[config.mk]
export PLATFORM = sky130hd
export DESIGN_NAME = nmea_gga_field_extractor
export DESIGN_NICKNAME = d
export VERILOG_FILES = /design/src/hdl/ggax_pkg.sv /design/src/hdl/ggax_store.sv /design/src/hdl/ggax_extract.sv /design/src/hdl/nmea_gga_field_extractor.sv
export SDC_FILE = /design/constraint.sdc
export NUM_CORES = 1
export LEC_CHECK = 0
export BUFFER_PORTS_ARGS = -buffer_cell sky130_fd_sc_hd__buf_4
export CAP_MARGIN = 25
export CORE_ASPECT_RATIO = 0.8
export CORE_MARGIN = 8
export CORE_UTILIZATION = 40
export CTS_BUF_LIST = sky130_fd_sc_hd__clkbuf_8
export DETAILED_ROUTE_END_ITERATION = 12
export PLACE_DENSITY = 0.62
export SYNTH_ARGS = -nofsm -noshare
export SYNTH_HDL_FRONTEND = slang
export SYNTH_SLANG_ARGS = --single-unit
[constraint.sdc]
create_clock -name clk -period 33.6 [get_ports clk]
set_clock_uncertainty 0.1 [all_clocks]
set_input_delay 3.36 -clock clk [delete_from_list [all_inputs] [get_ports clk]]
set_output_delay 3.36 -clock clk [all_outputs]
set_load 0.02 [all_outputs]
[src/hdl/ggax_pkg.sv]
// Shared types, constants and slot map for the GGA field extractor.
// Used by ggax_store, ggax_extract, the top level and the checker.
package ggax_pkg;

  localparam int unsigned FIELD_CHAR_WRAP  = 15;
  localparam int unsigned FIELD_INDEX_WRAP = 23;

  localparam logic [7:0] CHAR_COMMA = 8'h2C;
  localparam logic [7:0] CHAR_CR    = 8'h0D;
  localparam logic [7:0] CHAR_ZERO  = 8'h30;
  localparam logic [7:0] CHAR_G     = 8'h47;
  localparam logic [7:0] CHAR_P     = 8'h50;
  localparam logic [7:0] CHAR_A     = 8'h41;

  // kept character slots: only the field characters the result reads
  localparam int unsigned F0_BASE   = 0;
  localparam int unsigned F1_BASE   = 6;
  localparam int unsigned F2_BASE   = 12;
  localparam int unsigned F3_BASE   = 21;
  localparam int unsigned F4_BASE   = 22;
  localparam int unsigned F5_BASE   = 32;
  localparam int unsigned F6_BASE   = 33;
  localparam int unsigned F7_BASE   = 34;
  localparam int unsigned NUM_SLOTS = 36;

  localparam int unsigned DATA_W = 216;

  typedef logic [NUM_SLOTS-1:0][7:0] slots_t;

  typedef struct packed {
    logic       last;
    logic [7:0] data;
  } in_word_t;

  typedef struct packed {
    logic [15:0] satellite_chars;
    logic [7:0]  fix_quality;
    logic [7:0]  east_west;
    logic [15:0] lon_tail;
    logic [63:0] lon_head;
    logic [7:0]  north_south;
    logic [7:0]  lat_tail;
    logic [63:0] lat_head;
    logic [7:0]  utc_second;
    logic [7:0]  utc_minute;
    logic [7:0]  utc_hour;
  } result_t;

  function automatic logic [4:0] slot_field(int unsigned i);
    logic [4:0] f;
    if (i < F1_BASE) f = 5'd0;
    else if (i < F2_BASE) f = 5'd1;
    else if (i < F3_BASE) f = 5'd2;
    else if (i < F4_BASE) f = 5'd3;
    else if (i < F5_BASE) f = 5'd4;
    else if (i < F6_BASE) f = 5'd5;
    else if (i < F7_BASE) f = 5'd6;
    else f = 5'd7;
    return f;
  endfunction

  function automatic logic [3:0] slot_char(int unsigned i);
    int unsigned b;
    if (i < F1_BASE) b = F0_BASE;
    else if (i < F2_BASE) b = F1_BASE;
    else if (i < F3_BASE) b = F2_BASE;
    else if (i < F4_BASE) b = F3_BASE;
    else if (i < F5_BASE) b = F4_BASE;
    else if (i < F6_BASE) b = F5_BASE;
    else if (i < F7_BASE) b = F6_BASE;
    else b = F7_BASE;
    return 4'(i - b);
  endfunction

endpackage

[src/hdl/ggax_store.sv]
// Field and character counters plus the kept character slots.
// Depends on ggax_pkg for the slot map and character codes.
module ggax_store (
  input  logic             clk,
  input  logic             rst,
  input  logic             en,
  input  ggax_pkg::in_word_t word,
  output ggax_pkg::slots_t slots_next
);

  logic [4:0]       fn;
  logic [3:0]       cp;
  ggax_pkg::slots_t slots;
  logic [4:0]       fn_next;
  logic [3:0]       cp_next;
  logic             is_comma;
  logic             is_cr;
  logic [7:0]       wr_val;

  assign is_comma = (word.data == ggax_pkg::CHAR_COMMA);
  assign is_cr    = (word.data == ggax_pkg::CHAR_CR);
  assign wr_val   = (is_comma || is_cr) ? 8'd0 : word.data;

  always_comb begin
    fn_next = fn;
    cp_next = cp;
    if (is_comma) begin
      fn_next = (fn == 5'(ggax_pkg::FIELD_INDEX_WRAP - 1)) ? 5'd0 : fn + 5'd1;
      cp_next = 4'd0;
    end else if (!is_cr) begin
      cp_next = (cp == 4'(ggax_pkg::FIELD_CHAR_WRAP - 1)) ? 4'd0 : cp + 4'd1;
    end
  end

  for (genvar i = 0; i < ggax_pkg::NUM_SLOTS; i++) begin : g_slot
    localparam logic [4:0] SF = ggax_pkg::slot_field(i);
    localparam logic [3:0] SC = ggax_pkg::slot_char(i);
    logic hit_main;
    logic hit_extra;
    assign hit_main  = en && (fn == SF) && (cp == SC);
    assign hit_extra = en && is_comma && (cp == 4'd0) && (fn == SF) && (SC == 4'd1);
    assign slots_next[i] = hit_main ? wr_val : (hit_extra ? 8'd0 : slots[i]);
  end

  always_ff @(posedge clk) begin
    if (rst) begin
      fn    <= '0;
      cp    <= '0;
      slots <= '0;
    end else if (en) begin
      if (word.last) begin
        fn    <= '0;
        cp    <= '0;
        slots <= '0;
      end else begin
        fn    <= fn_next;
        cp    <= cp_next;
        slots <= slots_next;
      end
    end
  end

endmodule

[src/hdl/ggax_extract.sv]
// Result decode from the kept slots: tag match, UTC digits, masked fields.
// Depends on ggax_pkg for the slot map, codes and result type.
module ggax_extract (
  input  ggax_pkg::slots_t slots,
  output logic             is_gga,
  output ggax_pkg::result_t result
);

  logic [8:0][7:0] lat_c;
  logic [9:0][7:0] lon_c;
  logic [1:0][7:0] sat_c;
  logic [7:0]      hour;
  logic [7:0]      minute;
  logic [7:0]      second;

  function automatic logic [7:0] two_digits(logic [7:0] hi, logic [7:0] lo);
    return 8'((hi - ggax_pkg::CHAR_ZERO) * 8'd10) + (lo - ggax_pkg::CHAR_ZERO);
  endfunction

  assign is_gga = (slots[ggax_pkg::F0_BASE + 0] == ggax_pkg::CHAR_G)
               && (slots[ggax_pkg::F0_BASE + 1] == ggax_pkg::CHAR_P)
               && (slots[ggax_pkg::F0_BASE + 2] == ggax_pkg::CHAR_G)
               && (slots[ggax_pkg::F0_BASE + 3] == ggax_pkg::CHAR_G)
               && (slots[ggax_pkg::F0_BASE + 4] == ggax_pkg::CHAR_A)
               && (slots[ggax_pkg::F0_BASE + 5] == 8'd0);

  assign hour   = two_digits(slots[ggax_pkg::F1_BASE + 0], slots[ggax_pkg::F1_BASE + 1]);
  assign minute = two_digits(slots[ggax_pkg::F1_BASE + 2], slots[ggax_pkg::F1_BASE + 3]);
  assign second = two_digits(slots[ggax_pkg::F1_BASE + 4], slots[ggax_pkg::F1_BASE + 5]);

  // zero every character after the first terminator of the field
  always_comb begin
    logic alive;
    alive = 1'b1;
    for (int k = 0; k < 9; k++) begin
      lat_c[k] = alive ? slots[ggax_pkg::F2_BASE + k] : 8'd0;
      if (slots[ggax_pkg::F2_BASE + k] == 8'd0) alive = 1'b0;
    end
    alive = 1'b1;
    for (int k = 0; k < 10; k++) begin
      lon_c[k] = alive ? slots[ggax_pkg::F4_BASE + k] : 8'd0;
      if (slots[ggax_pkg::F4_BASE + k] == 8'd0) alive = 1'b0;
    end
    sat_c[0] = slots[ggax_pkg::F7_BASE];
    sat_c[1] = (slots[ggax_pkg::F7_BASE] == 8'd0) ? 8'd0 : slots[ggax_pkg::F7_BASE + 1];
  end

  always_comb begin
    result = '0;
    if (is_gga) begin
      result.utc_hour        = hour;
      result.utc_minute      = minute;
      result.utc_second      = second;
      result.lat_head        = {lat_c[0], lat_c[1], lat_c[2], lat_c[3],
                                lat_c[4], lat_c[5], lat_c[6], lat_c[7]};
      result.lat_tail        = lat_c[8];
      result.north_south     = slots[ggax_pkg::F3_BASE];
      result.lon_head        = {lon_c[0], lon_c[1], lon_c[2], lon_c[3],
                                lon_c[4], lon_c[5], lon_c[6], lon_c[7]};
      result.lon_tail        = {lon_c[8], lon_c[9]};
      result.east_west       = slots[ggax_pkg::F5_BASE];
      result.fix_quality     = slots[ggax_pkg::F6_BASE];
      result.satellite_chars = {sat_c[0], sat_c[1]};
    end
  end

endmodule

[src/hdl/nmea_gga_field_extractor.sv]
// Top level of the GGA field extractor: input register, store, result register.
// Depends on ggax_pkg, ggax_store and ggax_extract.
//
// Takes one sentence character per cycle on the s_ side, while s_tready is high,
// and returns one decoded GGA result on the m_ side for each word marked with
// tlast. Each word is held in the input register and applied to the field store
// from there; a last word loads the result register at the same edge as it is
// applied to the store. Non-last words keep flowing while a result waits;
// s_tready drops only while a last word is held behind a result not yet taken.
// The field store is cleared with each result.
module nmea_gga_field_extractor (
  input  logic        clk,
  input  logic        rst,
  input  logic        s_tvalid,
  output logic        s_tready,
  input  logic [7:0]  s_tdata,   // data_byte
  input  logic        s_tlast,   // end_of_sentence
  output logic        m_tvalid,
  input  logic        m_tready,
  output logic [ggax_pkg::DATA_W-1:0] m_tdata, // utc_hour, utc_minute, utc_second,
                                               // lat_head, lat_tail, north_south,
                                               // lon_head, lon_tail, east_west,
                                               // fix_quality, satellite_chars
  output logic        m_tuser    // is_gga
);

  logic               in_valid;
  ggax_pkg::in_word_t in_word;
  logic               process;
  ggax_pkg::slots_t   slots_next;
  logic               is_gga;
  ggax_pkg::result_t  result;

  assign process  = in_valid && (!in_word.last || !m_tvalid || m_tready);
  assign s_tready = !in_valid || process;

  ggax_store u_store (
    .clk        (clk),
    .rst        (rst),
    .en         (process),
    .word       (in_word),
    .slots_next (slots_next)
  );

  ggax_extract u_extract (
    .slots  (slots_next),
    .is_gga (is_gga),
    .result (result)
  );

  always_ff @(posedge clk) begin
    if (rst) begin
      in_valid <= 1'b0;
      m_tvalid <= 1'b0;
    end else begin
      if (s_tready) in_valid <= s_tvalid;
      if (process && in_word.last) m_tvalid <= 1'b1;
      else if (m_tready) m_tvalid <= 1'b0;
    end
  end

  always_ff @(posedge clk) begin
    if (s_tvalid && s_tready) in_word <= '{last: s_tlast, data: s_tdata};
    if (process && in_word.last) begin
      m_tdata <= result;
      m_tuser <= is_gga;
    end
  end

endmodule

Yosys cells after proc, flatten, opt, wreduce, memory -nomap -nowiden. Index checks and enable logic that the tools add are counted.

Register bits after elaboration: 525. Bits of input ports: 13. Output and inout port bits: 219. Logic and storage cells: 281.

Add/subtract/negate cells: 11. $mul: 3. Equality and inequality tests: 26. Mux-type cells: 69. Bitwise logic cells: 1. Reduce and logical (&&, ||, !) cells: 109.

Operators with widths (count): two-way mux 8 bit (42); two-way mux 288 bit (1); zero test 8 bit (19); logical AND 1 bit (59); subtractor 8 x 6 -> 8 bit (second input constant) (6); == test 8 x 7 -> 1 bit (second input constant) (5); AND reduction 2 bit (17); adder 8 bit (3); multiplier 8 x 3 -> 7 bit (second input constant) (3); == test 5 x 3 -> 1 bit (second input constant) (4); two-way mux 1 bit (19); == test 4 x 3 -> 1 bit (second input constant) (4); two-way mux 4 bit (4); two-way mux 5 bit (3); == test 4 bit (second input constant) (3); == test 5 x 2 -> 1 bit (second input constant) (2); == test 4 x 2 -> 1 bit (second input constant) (2); == test 8 x 4 -> 1 bit (second input constant) (1); == test 8 x 6 -> 1 bit (second input constant) (1); OR reduction 2 bit (3); adder 5 x 1 -> 5 bit (second input constant) (1); == test 5 x 1 -> 1 bit (second input constant) (1); == test 5 bit (second input constant) (1); zero test 5 bit (1); other kinds (8) (14).

Longest topological paths before layout. Gate-level depths: netlist (run 1).

Depth in word-level cells: 19. Depth in mapped cells: 20. Depth with buffers taken out: 20.

Cells and area by module. A second synthesis (run 1) with hierarchy kept.

Cell total of the unflattened synthesis: 2474. Area total of the unflattened synthesis: 24403.4 µm².

Modules (own cells, without submodules): ggax_store (instances 1, cells each 1742, area an instance 14092.3 µm², sequential area each 5945.7 µm²); nmea_gga_field_extractor (instances 1, cells each 238, area an instance 6890.4 µm², sequential area each 6826.5 µm²); ggax_extract (instances 1, cells each 494, area an instance 3420.8 µm², sequential area each 0.0 µm²).

Worst setup path before layout (run 1). Ideal clock, no wire load.

Path kind: input -> register. Start: input m_tready. End: register m_tdata[0] in the netlist's numbering (enable). Setup time: 0.799 ns. Arrival time: 13.417 ns. Required time: 32.701 ns. Slack: 19.284 ns. Stages on the path: 6. Path buffers: 3. Cell sequence: nand3b_1 -> clkbuf_1 -> nand2_1 -> clkbuf_1 -> clkbuf_1 -> nor2_1.

Longest elaborated chain between the ends: 3.

Ends and longest elaborated chain: from (decl) (line nmea_gga_field_extractor.sv:19) `input logic m_tready,`; logical OR 1 bit (line nmea_gga_field_extractor.sv:34) `assign process = in_valid && (!in_word.last || !m_tvalid || m_tready);`; logical AND 1 bit (line nmea_gga_field_extractor.sv:34); logical AND 1 bit (line nmea_gga_field_extractor.sv:64) `if (process && in_word.last) begin`; to (signal assigned) (line nmea_gga_field_extractor.sv:65) `m_tdata <= result;`; to (decl) (line nmea_gga_field_extractor.sv:20) `output logic [ggax_pkg::DATA_W-1:0] m_tdata,`.

Every way passes these cells. A chain may end at the register's enable or synchronous reset.

Worst setup path in the final report (run 1).
Start: input m_tready. End: output s_tready.

Longest elaborated chain between the ends: 3.

Ends and longest elaborated chain: logical OR 1 bit (line nmea_gga_field_extractor.sv:34); logical AND 1 bit (line nmea_gga_field_extractor.sv:34); logical OR 1 bit (line nmea_gga_field_extractor.sv:35) `assign s_tready = !in_valid || process;`; to (decl) (line nmea_gga_field_extractor.sv:15) `output logic s_tready,`.

Every way passes these cells.

==> results.md, run 1 <==
* Placer Congestion at 0.907
* Cells resized by post-CTS repair at 0
* Post-CTS setup buffers at 0
* Max Buffers Root-to-Sink at 3
* Largest stage delay, worst path at 0.37 ns
* Tmin final at 7.65 ns
* Final Total Pwr at 1.31 mW
* WP data required at 30.14 ns
* Initial DRC count at 2305
* Core footprint at 61200 sq um
* H-tree depth at 3
* Port-buffer cells at 231
* Lkg Pwr at 9.70 nW
* Part of the Yosys area used for sequential elements at 51.2%
* Asr flop ratio synth at 0%
* YS warnings at 0
* Main synth FF type: dfxtp_1
* R2R depth at 16
* Max-Cap Viols at 0
* Setup TNS at 0 ns
* Final hold vios at 0
* Die height at 239 um
* HP Class: flip-flop to flip-flop
* GR met2 Demand/Resource at 36.8%
* Share of cells above drive strength 1 at 16.1%
* CTS tree: built
* Startpoint types: input port
* Syn_area_per_cell at 9.63 sq um
* Largest family of logic cells by synthesized area: simple AND/OR/NAND/NOR gates
* Inst Count DP at 3475
* Worst hold slack at 0.375 ns
* Fmax at 131 MHz
* Die width at 295 um
* First-pass GRT wire length at 127000 um
* Final core utilization at 47.4%
* Normalized max-slew margin at 25.7%
* Syn_nets at 2657
* Hold Crit Depth at 2
* Gate count of the mapped netlist at 2577
* DRC Markers at 0
* Post-synthesis compound-gate area fraction at 16.0%
* Met1 usage in global routing at 30.0%
* Dominant cell type by area after synthesis: edfxtp_1
* Root Buffer: clkbuf_8
* Final #Nets at 2818
* Fin cells at 3640
* Worst-path fanout max at 4
* Most used cell, CP: buf_4
* Pwr dens at 45.1 nW/um^2
* Pre-antenna DRT Iters at 8
* Actual slew at the worst max-slew pin at 1.10 ns
* Synth unique cells at 76
* Synth Area in Adders at 3.56%
* Total GRT Usage at 23.0%
* Routed len/inst at 23.4 um
* RSZ-0062 raised after global routing: no
* WS Path Type: input port to output port
* Vias in the first global route at 21000
* Layout area overhead at 16.8%
* Total number of clock tree sinks at 522
* Status: finished, final reports clean
* Via count at 21800
* Fill count at 5822
* XOR/XNOR share of the synthesized area at 1.38%
* Worst skew pair latency at 0.69 ns
* Post-synth EDFFs at 226
* Synth top area share at 27.3%
* Slew Limit Fails at 0
* Ports at 232
* Largest net degree at the start of global routing at 121
* Top cells by area, synth: edfxtp_1, dfxtp_1, a22oi_1
* Starting Density at 40.5%
* Post-synth top cells: nor2_1, a22oi_1, dfxtp_1
* Gr ovfl total at 0
* WL final at 85100 um
* Crit share post-route at 22.8%
* Vias per inst at 5.98
* Cell Area, Synth at 24800 sq um
* Worst path arrival time at 4.19 ns
* Synth Register Bits at 522
* Busiest grt layer: met2
* # setup viols final at 0
* Cell Rows at 81
* Met3 Resource Use GR at 5.18%
* Worst vdd ir at 27.7 uV
* Worst path slowest cell: and3b_1
* DP Wirelength at 54400 um
* # hold bufs at CTS at 0
* Critical Path End Type: output port
* Simple-Gate Fraction of Synth Area at 20.3%
* Initial antenna violation count at 1
* Mux cell area share after synthesis at 3.41%
* Worst-path clk slew at 0.06 ns
* Die ar. at 70300 sq um
* Worst-path cell chain: buf_4 -> and3b_1 -> nand2_1 -> buf_4
* CTS Buf Count at 86
* Number of routed nets with antenna violations at 0
* Dominant cell by count in the synthesized netlist: nor2_1
critical path: cells and delay by family:
| family | cells | cell delay [ns] |
|---|---|---|
| buffers and inverters | 2 | 0.34 |
| AND/OR/NAND/NOR | 2 | 0.50 |
metrics by stage:
step,setup WS [ns],instance area [sq um]
2_1_floorplan,19.28,24800
3_3_place_gp,25.20,27200
3_5_place_dp,25.42,27200
4_1_cts,25.93,28900
5_1_grt,25.83,29000
6_report,25.95,29000
path summary, 6_finish.rpt:
check,startpoint,endpoint,slack (ns)
worst min register to register,u_store.slots[54]$_SDFFE_PP0N_,u_store.slots[54]$_SDFFE_PP0N_,0.37
worst min-delay path,u_store.slots[54]$_SDFFE_PP0N_,u_store.slots[54]$_SDFFE_PP0N_,0.37
worst max-delay path,m_tready,s_tready,25.95
worst max register to register,in_valid$_SDFFE_PP0N_,m_tdata[7]$_SDFFCE_PN0P_,27.68
area by class of cell:
class	instances	area, sq um	area share, %
clock inverters	60	293	1.01
inverters	42	158	0.544
multi-input cells	1798	11200	38.5
repair buffers	288	2260	7.78
diodes	1	2.50	0.00863
well taps	830	1040	3.58
flip-flops and latches	522	12700	43.9
clock buffers	99	1360	4.70
layout by cell type (no fill, tap or decap), drive strengths merged, types with 9 or more instances in the layout:
| master | Yosys | layout |
|---|---|---|
| dfxtp | 296 | 296 |
| nand2 | 146 | 146 |
| or4 | 52 | 52 |
| nor4b | 9 | 9 |
| a2111oi | 21 | 21 |
| nor3 | 107 | 107 |
| and4 | 11 | 11 |
| a21o | 15 | 15 |
| o21ai | 65 | 65 |
| mux2i | 79 | 79 |
| xnor2 | 23 | 23 |
| ha | 61 | 61 |
| a22oi | 303 | 303 |
| clkinv | 0 | 26 |
| buf | 56 | 287 |
| nand2b | 9 | 9 |
| nand3 | 13 | 13 |
| clkbuf | 159 | 100 |
| inv | 42 | 75 |
| nand4 | 18 | 18 |
| xor2 | 16 | 16 |
| a21oi | 125 | 125 |
| nor4 | 120 | 120 |
| edfxtp | 226 | 226 |
| nor2b | 9 | 9 |
| nor2 | 490 | 490 |
routing by layer:
layer	vias up	wire [um]
met5	-	0
met4	0	3130
li1	9921	-
met3	218	7630
met1	10500	35000
met2	1126	39400
power by group:
part           leakage [nW]  switching, mW  total (mW)  internal [mW]
Combinational          4.52         0.0629      0.0839         0.0211
Sequential             4.20        0.00755       0.678          0.671
Clock                 0.979          0.267       0.545          0.278
Total                  9.70          0.338        1.31          0.970
sequential cells by signal, indices dropped and copies added, names as in the netlist:
signal,flops
m_tvalid,1
u_store.cp,4
in_valid,1
m_tuser,1
in_word,9
u_store.slots,285
u_store.fn,5
m_tdata,216
logic make-up (layout without fill, tap and decap cells):
kind of cell	Yosys count	count (layout)
adder cells (fa/ha/maj)	67	67
XOR/XNOR	39	39
buffers and inverters	257	489
AND/OR/NAND/NOR	1033	1033
other	0	1
multiplexers	84	84
flip-flops	522	522
AO/OA/AOI/OAI	575	575
No activity file was read; power rests on OpenSTA's default activity.
==> inputs of run 2 (changes only) <==
Settings changed: PLACE_DENSITY 0.62 to 0.64.
Clock period 33.6 ns to 6.25 ns, I/O delays scaled along.
==> results.md, run 2 (same netlist as run 1, synthesis figures left out) <==
* Internal reg-to-reg setup slack at 1.14 ns
* Worst path slowest cell: nor3b_1
* Critical Path End Type: flip-flop
* Routed len/inst at 23.2 um
* Die ar. at 70300 sq um
* Worst-path fanout max at 12
* CTS Buf Count at 90
* Initial antenna violation count at 0
* Total GRT Usage at 23.0%
* DRC Markers at 0
* CP delay by family, top: simple AND/OR/NAND/NOR gates
* Critical path buffer and inverter count at 2
* Pwr dens at 247 nW/um^2
* Layout area overhead at 17.9%
* Crit share post-route at 81.8%
* Most used cell, CP: ha_1
* Largest net degree at the start of global routing at 151
* Largest stage delay, worst path at 0.70 ns
* Worst vdd ir at 122 uV
* Share of cells above drive strength 1 at 16.5%
* DP Wirelength at 56600 um
* Worst path arrival time at 5.42 ns
* WP data required at 6.56 ns
* RSZ-0062 raised after global routing: no
* Number of routed nets with antenna violations at 0
* Final Total Pwr at 7.23 mW
* Setup TNS at 0 ns
* Cell Rows at 81
* Tmin final at 5.11 ns
* Antenna diodes at 0
* Fmax at 196 MHz
* Port-buffer cells at 231
* Fill count at 5734
* # setup viols final at 0
* Cells resized by post-CTS repair at 0
* Leading registers by flop count: u_store.slots: 285 flops, m_tdata: 216 flops, in_word: 9 flops
* Gr ovfl total at 0
* WS Path Type: flip-flop to flip-flop
* HP Class: input port to flip-flop
* Hold Crit Depth at 1
* Final core utilization at 47.8%
* Root Buffer: clkbuf_8
* Core footprint at 61200 sq um
* Die width at 295 um
* Pre-antenna DRT Iters at 6
* Via count at 21900
* Max-Cap Viols at 0
* Die height at 239 um
* Hold Path End: in_word[8]$_DFFE_PP_
* Max reg flops at 285
* Worst-path cell chain: nor3b_1 -> nand4_1 -> o21ai_0 -> ha_1 -> ha_1 -> inv_1 -> fa_1 -> xor2_1 -> ha_1 -> inv_1 -> ha_1 -> a21oi_1 -> o21ai_0 -> xnor2_1 -> xnor2_1 -> nor3_1
* Ports at 232
* Slew Limit Fails at 0
* Status: finished, final reports clean
* Vias per inst at 5.99
* Final #Nets at 2838
* Initial DRC count at 2767
* Vias in the first global route at 20900
* Inst Count DP at 3485
* Worst-path clk slew at 0.06 ns
* Placer Congestion at 0.997
* Leading cell type in the layout, fill and taps excluded: nor2_1
* Worst skew pair latency at 0.70 ns
* First-pass GRT wire length at 127000 um
* Starting Density at 40.5%
* Actual slew at the worst max-slew pin at 1.05 ns
* Total number of clock tree sinks at 522
* R2R depth at 16
* CTS tree: built
* Crit Reg-Reg Startpoint: u_store.fn[2]$_SDFFE_PP0P_
* Startpoint types: flip-flop
* H-tree depth at 3
* Fin cells at 3662
* Max Buffers Root-to-Sink at 3
* Worst r2r dst: m_tdata[7]$_SDFFCE_PN0P_
* WL final at 84900 um
* Final hold vios at 0
* Lkg Pwr at 9.85 nW
* Commonest non-fill, non-tap cells in the layout: nor2_1, a22oi_1, dfxtp_1
* HP Start: s_tlast
* Normalized max-slew margin at 29.1%
* Largest Register: u_store.slots
## run 2: changes by cell type in the layout (fill, tap and decap cells not counted), moves of 4 or more
cell and change:
buf_4 +9, bufinv_16 +4, clkbuf_8 +4, clkinv_2 -9, dlygate4sd3_1 +7, inv_1 +9, nor2_2 +5
## run 2: power breakdown
group	switching, mW	internal (mW)	leakage, nW
Combinational	0.339	0.117	4.58
Sequential	0.0305	3.61	4.20
Clock	1.42	1.71	1.07
## run 2: repair_timing
action,CTS,global route
hold buffers,7,0
hold endpoints to repair,7,0
setup buffers,0,0
## run 2: worst max-delay path by stage
stage / start / end / slack [ns] / cells after the start
floorplan: m_tready / m_tdata[0]$_SDFFCE_PN0P_ / 0.79 / 6
global route: u_store.fn[2]$_SDFFE_PP0P_ / m_tdata[7]$_SDFFCE_PN0P_ / 0.80 / 16
global placement: m_tready / m_tdata[7]$_SDFFCE_PN0P_ / 1.33 / 17
finish: u_store.fn[2]$_SDFFE_PP0P_ / m_tdata[7]$_SDFFCE_PN0P_ / 1.14 / 16
CTS: u_store.fn[2]$_SDFFE_PP0P_ / m_tdata[7]$_SDFFCE_PN0P_ / 1.26 / 16
detailed placement: m_tready / m_tdata[7]$_SDFFCE_PN0P_ / 1.22 / 17
## run 2: routing by layer
layer / share of wire, % / GRT usage [%]
met3: 9.3 / 5.34
met4: 3.8 / 9.57
met2: 46 / 36.2
met1: 41 / 30.4
met5: 0 / 0
## run 2: metrics by stage
step	instance area [sq um]	hold slack, ns	setup WS (ns)
floorplan	24800	0.343	0.794
global placement	27300	0.363	1.33
detailed placement	27300	0.365	1.22
CTS	29200	0.00701	1.26
global route	29300	0.0149	0.801
finish	29300	0.0690	1.14
## run 2: final cells by class
type	count	area, sq um	share of cell area [%]
Timing Repair Buffer	304	2340	7.99
Tap cell	830	1040	3.55
Clock inverter	63	402	1.37
Multi-Input combinational cell	1798	11200	38.2
Sequential cell	522	12700	43.5
Clock buffer	103	1420	4.85
Inverter	42	158	0.539
